==> src/rtl/fragment_reassembly_tracker_top_defines.svh <==
// ----------------------------------------------------------------------------
// Fragment reassembly tracker - assertion macros
// Shared concurrent check forms, clocked on clk and disabled in reset.
// ----------------------------------------------------------------------------
`ifndef FRAGMENT_REASSEMBLY_TRACKER_TOP_DEFINES_SVH
`define FRAGMENT_REASSEMBLY_TRACKER_TOP_DEFINES_SVH

// Same-cycle implication
`define FRT_ASSERT_SAME(label, ante, cons, msg) \
  label: assert property (@(posedge clk) disable iff (rst) (ante) |-> (cons)) \
    else $error(msg);

// Next-cycle implication
`define FRT_ASSERT_NEXT(label, ante, cons, msg) \
  label: assert property (@(posedge clk) disable iff (rst) (ante) |=> (cons)) \
    else $error(msg);

`endif

==> src/rtl/frt_pkg.sv <==
// ----------------------------------------------------------------------------
// Fragment reassembly tracker - package
// Sizes, codes, payload structs and the command/status bundles.
// ----------------------------------------------------------------------------
package frt_pkg;

  // Table geometry
  localparam int SLOTS          = 8;
  localparam int MAX_FRAGMENTS  = 64;
  localparam int HEADER_BYTES   = 44;
  localparam int SLOT_W         = (SLOTS > 1) ? $clog2(SLOTS) : 1;
  localparam int FRAG_IDX_W     = (MAX_FRAGMENTS > 1) ? $clog2(MAX_FRAGMENTS) : 1;

  // Field widths
  localparam int FRAME_W    = 32;
  localparam int IDX_W      = 16;
  localparam int LEN_W      = 16;
  localparam int PAYLOAD_W  = 16;
  localparam int COUNT_W    = 7;
  localparam int LIMIT_W    = 23;
  localparam int OFFSET_W   = 23;
  localparam int PROD_W     = FRAG_IDX_W + PAYLOAD_W;
  localparam int END_W      = PROD_W + 2;

  // APB
  localparam int ADDR_W     = 4;
  localparam int DATA_W     = 32;

  // Register reset values
  localparam logic [PAYLOAD_W-1:0] PAYLOAD_RST = PAYLOAD_W'(1456);
  localparam logic [COUNT_W-1:0]   COUNT_RST   = COUNT_W'(1);
  localparam logic [LIMIT_W-1:0]   LIMIT_RST   = LIMIT_W'(1456);

  // Register indexes
  typedef enum logic [1:0] {
    REG_PAYLOAD_BYTES = 2'd0,
    REG_FRAG_COUNT    = 2'd1,
    REG_PACKET_LIMIT  = 2'd2
  } frt_reg_t;

  // Result status codes
  typedef enum logic [1:0] {
    ST_ACCEPTED  = 2'd0,
    ST_TOO_LONG  = 2'd1,
    ST_BAD_INDEX = 2'd2
  } frt_status_t;

  // Controller states
  typedef enum logic [1:0] {
    S_IDLE,
    S_LOOKUP,
    S_EVICT,
    S_UPDATE
  } frt_state_t;

  typedef struct packed {
    logic [FRAME_W-1:0] frame_count;
    logic [IDX_W-1:0]   fragment_index;
    logic [LEN_W-1:0]   received_length;
  } frt_in_t;

  typedef struct packed {
    logic [2:0]          slot_index;
    frt_status_t         status;
    logic [OFFSET_W-1:0] write_offset;
    logic                evicted;
    logic                complete;
  } frt_out_t;

  typedef struct packed {
    logic [PAYLOAD_W-1:0] fragment_payload_bytes;
    logic [COUNT_W-1:0]   frag_total;
    logic [LIMIT_W-1:0]   packet_limit_bytes;
  } frt_cfg_t;

  // Controller to datapath
  typedef struct packed {
    logic load;
    logic lookup;
    logic scan;
    logic commit;
  } frt_cmd_t;

  // Datapath to controller
  typedef struct packed {
    logic need_evict;
    logic scan_done;
    logic out_free;
  } frt_stat_t;

endpackage

==> src/rtl/fragment_reassembly_tracker_top.sv <==
// ----------------------------------------------------------------------------
// Fragment reassembly tracker - top level
// Tracks which fragments of each in-flight frame have arrived.
// ----------------------------------------------------------------------------
// Each request carries one fragment header (frame count, fragment index,
// received length) and yields exactly one result: the table slot, a status,
// the payload write offset, an eviction flag and a completion flag. The block
// works on one request at a time. A request passes through capture, parallel
// slot match and table update: its result is loaded by the update, and the
// next request can be taken once the controller is idle again. When all 8
// slots hold other frames, the oldest slot is found by a scan that reads one
// slot key per cycle, ahead of the table update. The next request is
// taken while the previous result waits in the output register; a result
// still held by result_stall delays the update. Write the configuration only
// while no request is in flight.
// ----------------------------------------------------------------------------
`include "fragment_reassembly_tracker_top_defines.svh"

module fragment_reassembly_tracker_top (
  input  logic                       clk,
  input  logic                       rst,
  // fragment headers
  input  logic                       frag_valid,
  output logic                       frag_stall,
  input  frt_pkg::frt_in_t           frag,
  // results
  output logic                       result_valid,
  input  logic                       result_stall,
  output frt_pkg::frt_out_t          result,
  // configuration
  input  logic                       psel,
  input  logic                       penable,
  input  logic                       pwrite,
  input  logic [frt_pkg::ADDR_W-1:0] paddr,
  input  logic [frt_pkg::DATA_W-1:0] pwdata,
  output logic [frt_pkg::DATA_W-1:0] prdata,
  output logic                       pready
);
  import frt_pkg::*;

  frt_cfg_t  cfg;
  frt_cmd_t  cmd;
  frt_stat_t stat;

  frt_regs u_regs (
    .clk     (clk),
    .rst     (rst),
    .psel    (psel),
    .penable (penable),
    .pwrite  (pwrite),
    .paddr   (paddr),
    .pwdata  (pwdata),
    .prdata  (prdata),
    .pready  (pready),
    .cfg     (cfg)
  );

  frt_ctrl u_ctrl (
    .clk        (clk),
    .rst        (rst),
    .frag_valid (frag_valid),
    .frag_stall (frag_stall),
    .stat       (stat),
    .cmd        (cmd)
  );

  frt_dp u_dp (
    .clk          (clk),
    .rst          (rst),
    .cfg          (cfg),
    .frag         (frag),
    .result       (result),
    .result_valid (result_valid),
    .result_stall (result_stall),
    .cmd          (cmd),
    .stat         (stat)
  );

  // Checks
  `FRT_ASSERT_NEXT(a_busy_after_accept, frag_valid && !frag_stall, frag_stall,
    "request accepted while busy")
  `FRT_ASSERT_NEXT(a_commit_loads_result, cmd.commit, result_valid,
    "update did not load result")
  `FRT_ASSERT_SAME(a_commit_needs_room, cmd.commit, !result_valid || !result_stall,
    "result overwritten")
  `FRT_ASSERT_SAME(a_offset_only_accepted, result_valid && result.write_offset != '0,
    result.status == ST_ACCEPTED, "offset on rejected fragment")

endmodule

==> src/rtl/frt_regs.sv <==
// ----------------------------------------------------------------------------
// Fragment reassembly tracker - configuration registers
// APB-style register file: payload bytes, fragment count, packet limit.
// ----------------------------------------------------------------------------
module frt_regs (
  input  logic                       clk,
  input  logic                       rst,
  input  logic                       psel,
  input  logic                       penable,
  input  logic                       pwrite,
  input  logic [frt_pkg::ADDR_W-1:0] paddr,
  input  logic [frt_pkg::DATA_W-1:0] pwdata,
  output logic [frt_pkg::DATA_W-1:0] prdata,
  output logic                       pready,
  output frt_pkg::frt_cfg_t          cfg
);
  import frt_pkg::*;

  frt_reg_t reg_sel;
  logic     wr_en;

  assign reg_sel = frt_reg_t'(paddr[3:2]);
  assign pready  = 1'b1;
  assign wr_en   = psel && penable && pwrite && pready;

  // Register writes
  always_ff @(posedge clk) begin
    if (rst) begin
      cfg.fragment_payload_bytes <= PAYLOAD_RST;
      cfg.frag_total             <= COUNT_RST;
      cfg.packet_limit_bytes     <= LIMIT_RST;
    end else if (wr_en) begin
      case (reg_sel)
        REG_PAYLOAD_BYTES: cfg.fragment_payload_bytes <= pwdata[PAYLOAD_W-1:0];
        REG_FRAG_COUNT:    cfg.frag_total             <= pwdata[COUNT_W-1:0];
        REG_PACKET_LIMIT:  cfg.packet_limit_bytes     <= pwdata[LIMIT_W-1:0];
        default: ;
      endcase
    end
  end

  // Read mux
  always_comb begin
    case (reg_sel)
      REG_PAYLOAD_BYTES: prdata = DATA_W'(cfg.fragment_payload_bytes);
      REG_FRAG_COUNT:    prdata = DATA_W'(cfg.frag_total);
      REG_PACKET_LIMIT:  prdata = DATA_W'(cfg.packet_limit_bytes);
      default:           prdata = '0;
    endcase
  end

endmodule

==> src/rtl/frt_ctrl.sv <==
// ----------------------------------------------------------------------------
// Fragment reassembly tracker - controller
// Sequences one request through lookup, eviction scan and table update.
// ----------------------------------------------------------------------------
module frt_ctrl (
  input  logic               clk,
  input  logic               rst,
  input  logic               frag_valid,
  output logic               frag_stall,
  input  frt_pkg::frt_stat_t stat,
  output frt_pkg::frt_cmd_t  cmd
);
  import frt_pkg::*;

  frt_state_t state, state_next;

  // State register
  always_ff @(posedge clk) begin
    if (rst) begin
      state <= S_IDLE;
    end else begin
      state <= state_next;
    end
  end

  // Next state and commands
  always_comb begin
    state_next = state;
    cmd        = '0;
    frag_stall = 1'b1;
    case (state)
      S_IDLE: begin
        frag_stall = 1'b0;
        if (frag_valid) begin
          cmd.load   = 1'b1;
          state_next = S_LOOKUP;
        end
      end
      S_LOOKUP: begin
        cmd.lookup = 1'b1;
        state_next = stat.need_evict ? S_EVICT : S_UPDATE;
      end
      S_EVICT: begin
        cmd.scan = 1'b1;
        if (stat.scan_done) begin
          state_next = S_UPDATE;
        end
      end
      S_UPDATE: begin
        // hold until the result register can take the request
        if (stat.out_free) begin
          cmd.commit = 1'b1;
          state_next = S_IDLE;
        end
      end
      default: state_next = S_IDLE;
    endcase
  end

endmodule

==> src/rtl/frt_dp.sv <==
// ----------------------------------------------------------------------------
// Fragment reassembly tracker - datapath
// Slot table, parallel key match, oldest-slot scan, fragment check, result reg.
// ----------------------------------------------------------------------------
module frt_dp (
  input  logic               clk,
  input  logic               rst,
  input  frt_pkg::frt_cfg_t  cfg,
  input  frt_pkg::frt_in_t   frag,
  output frt_pkg::frt_out_t  result,
  output logic               result_valid,
  input  logic               result_stall,
  input  frt_pkg::frt_cmd_t  cmd,
  output frt_pkg::frt_stat_t stat
);
  import frt_pkg::*;

  // Slot table
  logic [SLOTS-1:0]         slot_valid;
  logic [FRAME_W-1:0]       slot_frame  [SLOTS];
  logic [MAX_FRAGMENTS-1:0] slot_bitmap [SLOTS];

  // Request registers
  logic [FRAME_W-1:0] frame_q;
  logic [IDX_W-1:0]   idx_q;
  logic [LEN_W-1:0]   len_q;
  logic               claim;
  logic               evict;
  logic [SLOT_W-1:0]  sel_slot;
  logic [PROD_W-1:0]  prod;
  logic [FRAME_W-1:0] min_frame;
  logic [SLOT_W-1:0]  scan_idx;

  // Lookup logic
  logic [SLOTS-1:0]  hit_vec;
  logic [SLOT_W-1:0] hit_slot;
  logic [SLOT_W-1:0] free_slot;
  logic              any_hit;
  logic              any_free;

  // Update logic
  logic [COUNT_W-1:0]       cnt_eff;
  logic [MAX_FRAGMENTS-1:0] cnt_mask;
  logic [MAX_FRAGMENTS-1:0] cur_bitmap;
  logic [MAX_FRAGMENTS-1:0] set_bit;
  logic [MAX_FRAGMENTS-1:0] new_bitmap;
  logic [END_W-1:0]         end_byte;
  logic                     set_en;
  logic                     complete;
  frt_status_t              status;

  // Parallel key match and first free slot; lowest index wins
  always_comb begin
    hit_slot  = '0;
    free_slot = '0;
    for (int i = 0; i < SLOTS; i++) begin
      hit_vec[i] = slot_valid[i] && (slot_frame[i] == frame_q);
    end
    for (int i = SLOTS - 1; i >= 0; i--) begin
      if (hit_vec[i]) hit_slot = SLOT_W'(i);
      if (!slot_valid[i]) free_slot = SLOT_W'(i);
    end
    any_hit  = |hit_vec;
    any_free = ~&slot_valid;
  end

  assign stat.need_evict = !any_hit && !any_free;
  assign stat.scan_done  = (scan_idx == SLOT_W'(SLOTS - 1));
  assign stat.out_free   = !result_valid || !result_stall;

  // Request capture, lookup result and eviction scan
  always_ff @(posedge clk) begin
    if (cmd.load) begin
      frame_q <= frag.frame_count;
      idx_q   <= frag.fragment_index;
      len_q   <= frag.received_length;
    end
    if (cmd.lookup) begin
      claim     <= !any_hit;
      evict     <= !any_hit && !any_free;
      sel_slot  <= any_hit ? hit_slot : (any_free ? free_slot : '0);
      prod      <= PROD_W'(idx_q[FRAG_IDX_W-1:0]) * PROD_W'(cfg.fragment_payload_bytes);
      min_frame <= slot_frame[0];
      scan_idx  <= SLOT_W'(1);
    end
    if (cmd.scan) begin
      // strict less-than keeps the lowest index on a tie
      if (slot_frame[scan_idx] < min_frame) begin
        min_frame <= slot_frame[scan_idx];
        sel_slot  <= scan_idx;
      end
      scan_idx <= scan_idx + SLOT_W'(1);
    end
  end

  // Effective fragment count and its bitmap mask
  always_comb begin
    if (cfg.frag_total == '0) begin
      cnt_eff = COUNT_W'(1);
    end else if (cfg.frag_total > COUNT_W'(MAX_FRAGMENTS)) begin
      cnt_eff = COUNT_W'(MAX_FRAGMENTS);
    end else begin
      cnt_eff = cfg.frag_total;
    end
    cnt_mask = {MAX_FRAGMENTS{1'b1}} >> (COUNT_W'(MAX_FRAGMENTS) - cnt_eff);
  end

  // Fragment judgement and completion
  always_comb begin
    end_byte = END_W'(prod) + END_W'(len_q - LEN_W'(HEADER_BYTES));
    status   = ST_ACCEPTED;
    set_en   = 1'b0;
    if (idx_q == '0) begin
      set_en = 1'b1;
    end else if (idx_q >= IDX_W'(cnt_eff)) begin
      status = ST_BAD_INDEX;
    end else if (len_q < LEN_W'(HEADER_BYTES)) begin
      status = ST_TOO_LONG;
    end else if (end_byte <= END_W'(cfg.packet_limit_bytes)) begin
      set_en = 1'b1;
    end else begin
      status = ST_TOO_LONG;
    end
    cur_bitmap = claim ? '0 : slot_bitmap[sel_slot];
    set_bit    = set_en ? (MAX_FRAGMENTS'(1) << idx_q[FRAG_IDX_W-1:0]) : '0;
    new_bitmap = cur_bitmap | set_bit;
    complete   = (new_bitmap & cnt_mask) == cnt_mask;
  end

  // Table valid bits and bitmaps
  always_ff @(posedge clk) begin
    if (rst) begin
      slot_valid <= '0;
      for (int i = 0; i < SLOTS; i++) begin
        slot_bitmap[i] <= '0;
      end
    end else if (cmd.commit) begin
      slot_valid[sel_slot]  <= !complete;
      slot_bitmap[sel_slot] <= complete ? '0 : new_bitmap;
    end
  end

  // Frame keys, no reset: read only while valid
  always_ff @(posedge clk) begin
    if (cmd.commit && claim) begin
      slot_frame[sel_slot] <= frame_q;
    end
  end

  // Result register
  always_ff @(posedge clk) begin
    if (rst) begin
      result_valid <= 1'b0;
    end else if (cmd.commit) begin
      result_valid <= 1'b1;
    end else if (!result_stall) begin
      result_valid <= 1'b0;
    end
  end

  always_ff @(posedge clk) begin
    if (cmd.commit) begin
      result.slot_index   <= 3'(sel_slot);
      result.status       <= status;
      result.write_offset <= (set_en && idx_q != '0) ? OFFSET_W'(prod) : '0;
      result.evicted      <= evict;
      result.complete     <= complete;
    end
  end

endmodule
==> config.mk <==
export PLATFORM = sky130hd
export DESIGN_NAME = fragment_reassembly_tracker_top
export DESIGN_NICKNAME = d
export VERILOG_FILES = /design/src/rtl/frt_pkg.sv /design/src/rtl/fragment_reassembly_tracker_top.sv /design/src/rtl/frt_regs.sv /design/src/rtl/frt_ctrl.sv /design/src/rtl/frt_dp.sv
export VERILOG_INCLUDE_DIRS = /design/src /design/src/rtl
export SDC_FILE = /design/constraint.sdc
export NUM_CORES = 2
export LEC_CHECK = 0
export ABC_AREA = 1
export BUFFER_PORTS_ARGS = -buffer_cell sky130_fd_sc_hd__buf_2
export CAP_MARGIN = 20
export CORE_MARGIN = 2
export CORE_UTILIZATION = 68
export DETAILED_ROUTE_END_ITERATION = 12
export MAX_ROUTING_LAYER = met4
export PLACE_DENSITY_LB_ADDON = 0.25
export SYNTH_ARGS = -nofsm -noshare
export SYNTH_HDL_FRONTEND = slang
export SYNTH_SLANG_ARGS = --single-unit
==> constraint.sdc <==
create_clock -name clk -period 12.3 [get_ports clk]
set_input_delay 1.845 -clock clk [delete_from_list [all_inputs] [get_ports clk]]
set_output_delay 1.845 -clock clk [all_outputs]
set_load 0.02 [all_outputs]
After elaboration in Yosys (flattened, before gate mapping). Memories as Yosys holds them, arrays and structs flattened. A register that Yosys moved wholly into a read port is not among the register bits. Cells that the tools add are included.

Register bits after elaboration: 213. Memory bits (writable): 768. Input port bits: 107. Output and inout port bits: 65. Logic and storage cells: 159. Memories kept: 2.

Memories: u_dp.slot_bitmap (words 8, width 64, rd ports 1, clocked after Yosys merged registers in 1, write ports 8, RTL line frt_dp.sv:21) `logic [MAX_FRAGMENTS-1:0] slot_bitmap [SLOTS];`; u_dp.slot_frame (words 8, width 32, rd ports 9, clocked after Yosys merged registers in 1, write ports 1, RTL line frt_dp.sv:20) `logic [FRAME_W-1:0] slot_frame [SLOTS];`.

Add/subtract/negate cells: 4. Multipliers: 1. Order comparisons: 7. Equality and inequality tests: 19. Shift operators: 2. Multiplexer cells: 67. Bitwise operators: 2. Reductions and logical operators: 33.

Operators by type and width (number): $eq 32x32->1 (8); $mux 64 (4); $mux 32 (3); $mux 3 (25); $pmux 23 s3 (1); $and 64x64->64 (1); $eq 64x64->1 (1); $or 64x64->64 (1); $reduce_or 64->1 (1); $shl 1x6->64 const A (1); $shr 64x7->64 const A (1); $lt 32x32->1 (1); $add 22x24->24 (1); $le 24x23->1 (1); $mux 1 (24); $mul 6x16->22 (1); $sub 16x6->17 const B (1); $ge 16x7->1 (1); $logic_not 16->1 (1); $lt 16x6->1 const B (1); $reduce_bool 16->1 (1); $logic_and 1x1->1 (14); $mux 7 (2); $mux 2 (5); other kinds (23) (34).

Depth between registers and ports, before layout. An unclocked memory read counts as a cell.

Word-level depth: 15. Mapped depth: 46. Gate-level depth less buffers: 43.

By module. Synthesis repeated with hierarchy kept, for this count alone.

Cell total of the unflattened synthesis: 5223. Area, all modules: 51415.6 sq um.

Modules (own cells, without submodules): frt_dp (instances 1, cells each 4852, area an instance 48910.7 sq um, sequential area each 27606.5 sq um); frt_regs (instances 1, cells each 336, area an instance 2268.4 sq um, sequential area each 920.9 sq um); frt_ctrl (instances 1, cells each 35, area an instance 236.5 sq um, sequential area each 40.0 sq um).

Worst setup path before layout. No wires, ideal clock.

Path type: input to register. Start: input result_stall. End: memory u_dp.slot_frame[2][0] (enable). Setup time: 0.502 ns. Arrival: 6.849 ns. Required time: 11.798 ns. Setup slack: 4.949 ns. Cell stages on the path: 5. Path buffers: 0. Cell sequence: nand2_1 inv_1 nor2_1 nand2_1 nor4_1.

RTL lines: from (decl) (RTL line fragment_reassembly_tracker_top.sv:28) `input logic result_stall,`; to (decl) (RTL line frt_dp.sv:20).

==> impl_metrics.tcl <==
set metrics [dict create \
    postCtsSetupBuffers 0 \
    wl_met1_mm 55.9 \
    avgRoutedWirePerCell_um 25.9 \
    nNetsFinal 5394 \
    grt_overflow_total 0 \
    dr_total_vias 42237 \
    synth_seq_cells 983 \
    multi_input_area_um2 19300 \
    holdWs_ps 432 \
    seq_area_um2 28600 \
    cpMostUsedCell "nand2_1" \
    fp-row-count 100 \
    ctsRootBufferMaster "clkbuf_16" \
    crit_end "u_dp.slot_bitmap[0][45]$_SDFFCE_PN0P_" \
    numCtsBuffers 99 \
    reg2reg_slack_ps 3940 \
    start_util_pct 68.6 \
    die_h_um 278 \
    ys_seq_area_share_pct 55.9 \
    r2r_start "u_dp.len_q[2]$_DFFE_PP_" \
    worst_pin_slew_ps 1230 \
    fmax_ghz 0.120 \
    final_antenna_net_count 0 \
    grt_pass1_wl_mm 236 \
    maxCapViolations 0 \
    cp-end-kind "flop" \
    grt_usage_pct 41.6 \
    wl_met3_mm 24.8 \
    reg2reg_depth 40 \
    synth_cell_type_count 61 \
    synth_top_cells_by_area "edfxtp_1 (52%), nand2_1 (5.9%), nor3_1 (5.5%), dfxtp_1 (3.7%), ha_1 (3.2%)" \
    status "finished clean" \
    clkLatencyLatePin_ps 710 \
    viasPerCell 6.87 \
    initialDrtViolationCount 7445 \
    worstSetupPathType "reg -> reg" \
    ctsHoldBuffers 0 \
    drt-pass1-iter-count 8 \
    dp.cells 5963 \
    drc 0 \
    hold_viol_final 0 \
    dp_hpwl_mm 95.9 \
    clock-sinks 983 \
    drt_wl_total_mm 159 \
    setup_viol 0 \
    fin_crit_ps 8360 \
    cts.path.max_buffers 3 \
    critPathMaxStageDelay_ps 620 \
    netlist_instances 5128 \
    yosys.area.top_type_share_pct 52.2 \
    ctsResizeCount 0 \
    dr_wl_met2_mm 70.3 \
    hold_path.class "reg -> reg" \
    synth-edff-count 888 \
    antenna_found_initial 2 \
    grt_pass1_vias 40206 \
    drive_gt1_share_pct 8.40 \
    portBuffers 149 \
    slew_viol_final 0 \
    grt_setup_unrepaired "no" \
    synth_area_um2 51100 \
    place_area_um2 52100 \
    ys.flop_type "edfxtp_1" \
    ys_warn_count 0 \
    h-tree-depth 3 \
    min_period_over_period_pct 68.0 \
    setup_tns_ps 0 \
    final_cells 6152 \
    clkTransAtPathRegs_ps 60 \
    worstPathRequired_ps 12680 \
    r2r_end "u_dp.slot_bitmap[0][45]$_SDFFCE_PN0P_" \
    power.total_uw 11000 \
    p_leak_uw 0.0203 \
    fin_worst_skew_ps 37.5 \
    cts_tree "built" \
    avgSynthCellArea_um2 9.96 \
    critPathSlowestCell "buf_12" \
    relSlewSlack_pct 17.7 \
    fillers 5081 \
    vdd_ir_drop_max_v 0.000185 \
    synth_top_area_cell "edfxtp_1" \
    final_cell_area_um2 55400 \
    crit_path_start_kind "flop" \
    gp_congestion 1.07 \
    grt_max_degree 240 \
    num_io_pins 172 \
    p_per_area_nw_per_um2 198 \
    area_growth_pct 8.47 \
    ys_async_sr_fraction_pct 0 \
    maxUsedRoutingLayer "met4" \
    path_max_fanout 239 \
    worst_ep_arrival_time_ps 8740 \
    min_from "u_dp.evict$_DFFE_PP_" \
    dieArea_um2 77300 \
    cp-startpoint "u_dp.len_q[2]$_DFFE_PP_" \
    core_um2 74400 \
    die_w_um 278 \
]
[power breakdown]
part,internal (uW),leakage [uW],switching [uW],total (uW)
sequential,4030,0.00949,292,4330
clock,1740,0.00157,1310,3050
combinational,1120,0.00928,2480,3600
[worst max-delay path, delay by kind of cell, from the launching register on]
family | cells | cell delay (ps)
AOI/OAI and AO/OA | 7 | 1600
buffers and inverters | 3 | 1280
adders and majority gates | 2 | 610
xor gates and xnor gates | 2 | 330
and+or+nand+nor | 26 | 3490
DFF | 1 | 430
[through the flow]
step	setup slack, ps	util, %
detailed placement	3340	69.9
global placement	3640	69.9
finish	3940	74.4
CTS	3270	74.3
global route	3290	74.4
floorplan	4950	-
[worst min-delay path by stage]
stage                                          end  cells after the start
after detailed placement  u_dp.result[1]$_DFFE_PP_                      0
after floorplan           u_dp.result[1]$_DFFE_PP_                      0
final                     u_dp.result[1]$_DFFE_PP_                      0
after global routing      u_dp.result[1]$_DFFE_PP_                      0
after CTS                 u_dp.result[1]$_DFFE_PP_                      0
after global placement    u_dp.result[1]$_DFFE_PP_                      0
[sequential cells by signal, indices dropped and copies added (netlist names), named ones only]
register / count
u_dp.claim: 1
u_dp.prod: 22
u_dp.slot_bitmap: 512
u_dp.len_q: 16
u_dp.min_frame: 32
u_dp.result: 29
u_dp.slot_valid: 8
u_regs.cfg: 46
u_dp.result_valid: 1
u_dp.idx_q: 16
u_dp.evict: 1
u_dp.scan_idx: 3
u_dp.frame_q: 32
u_dp.sel_slot: 3
u_ctrl.state: 2
u_dp.slot_frame: 256
[synthesized netlist by cell type (66+ instances only)]
cell / n
a21oi_1: 266
a22oi_1: 71
clkbuf_1: 216
dfxtp_1: 95
edfxtp_1: 888
ha_1: 129
inv_1: 429
nand2_1: 800
nand3_1: 94
nand4_1: 74
nor2_1: 358
nor3_1: 559
o21ai_0: 310
o22ai_1: 89
xor2_1: 66
[area by class of cell]
cell class | count | area share (%)
flip-flops and latches | 983 | 51.6
multi-input cells | 3345 | 34.8
clock buffers | 138 | 4.92
inverters | 447 | 3.03
well taps | 969 | 2.19
diodes | 2 | 0.00903
repair buffers | 224 | 2.53
clock inverters | 44 | 0.930
[cells by family (layout without fill, tap and decap cells)]
logic type / Yosys count / count (layout) / share of synthesized area (%)
AOI/OAI and AO/OA: 1023 / 1023 / 12.3
xor gates and xnor gates: 124 / 124 / 2.14
adders and majority gates: 187 / 187 / 5.43
buffers and inverters: 809 / 853 / 6.82
DFF: 983 / 983 / 55.9
muxes: 1 / 1 / 0.0220
other: 2 / 13 / 0.0147
and+or+nand+nor: 1999 / 1999 / 17.4
[routing by layer]
metal	vias up	GRT usage, %
met2	3643	61.2
met5	-	-
li1	18248	-
met4	0	18.4
met1	19645	54.1
met3	701	12.1
[cell usage in the layout, fill, tap and decap left out, drive strengths merged, types with 129 or more instances in the layout]
master    n
inv     443
edfxtp  888
a21oi   266
o21ai   316
clkbuf  138
buf     224
nor3    560
nand2   801
nor2    362
ha      129
(Power assumes the default switching activity.)
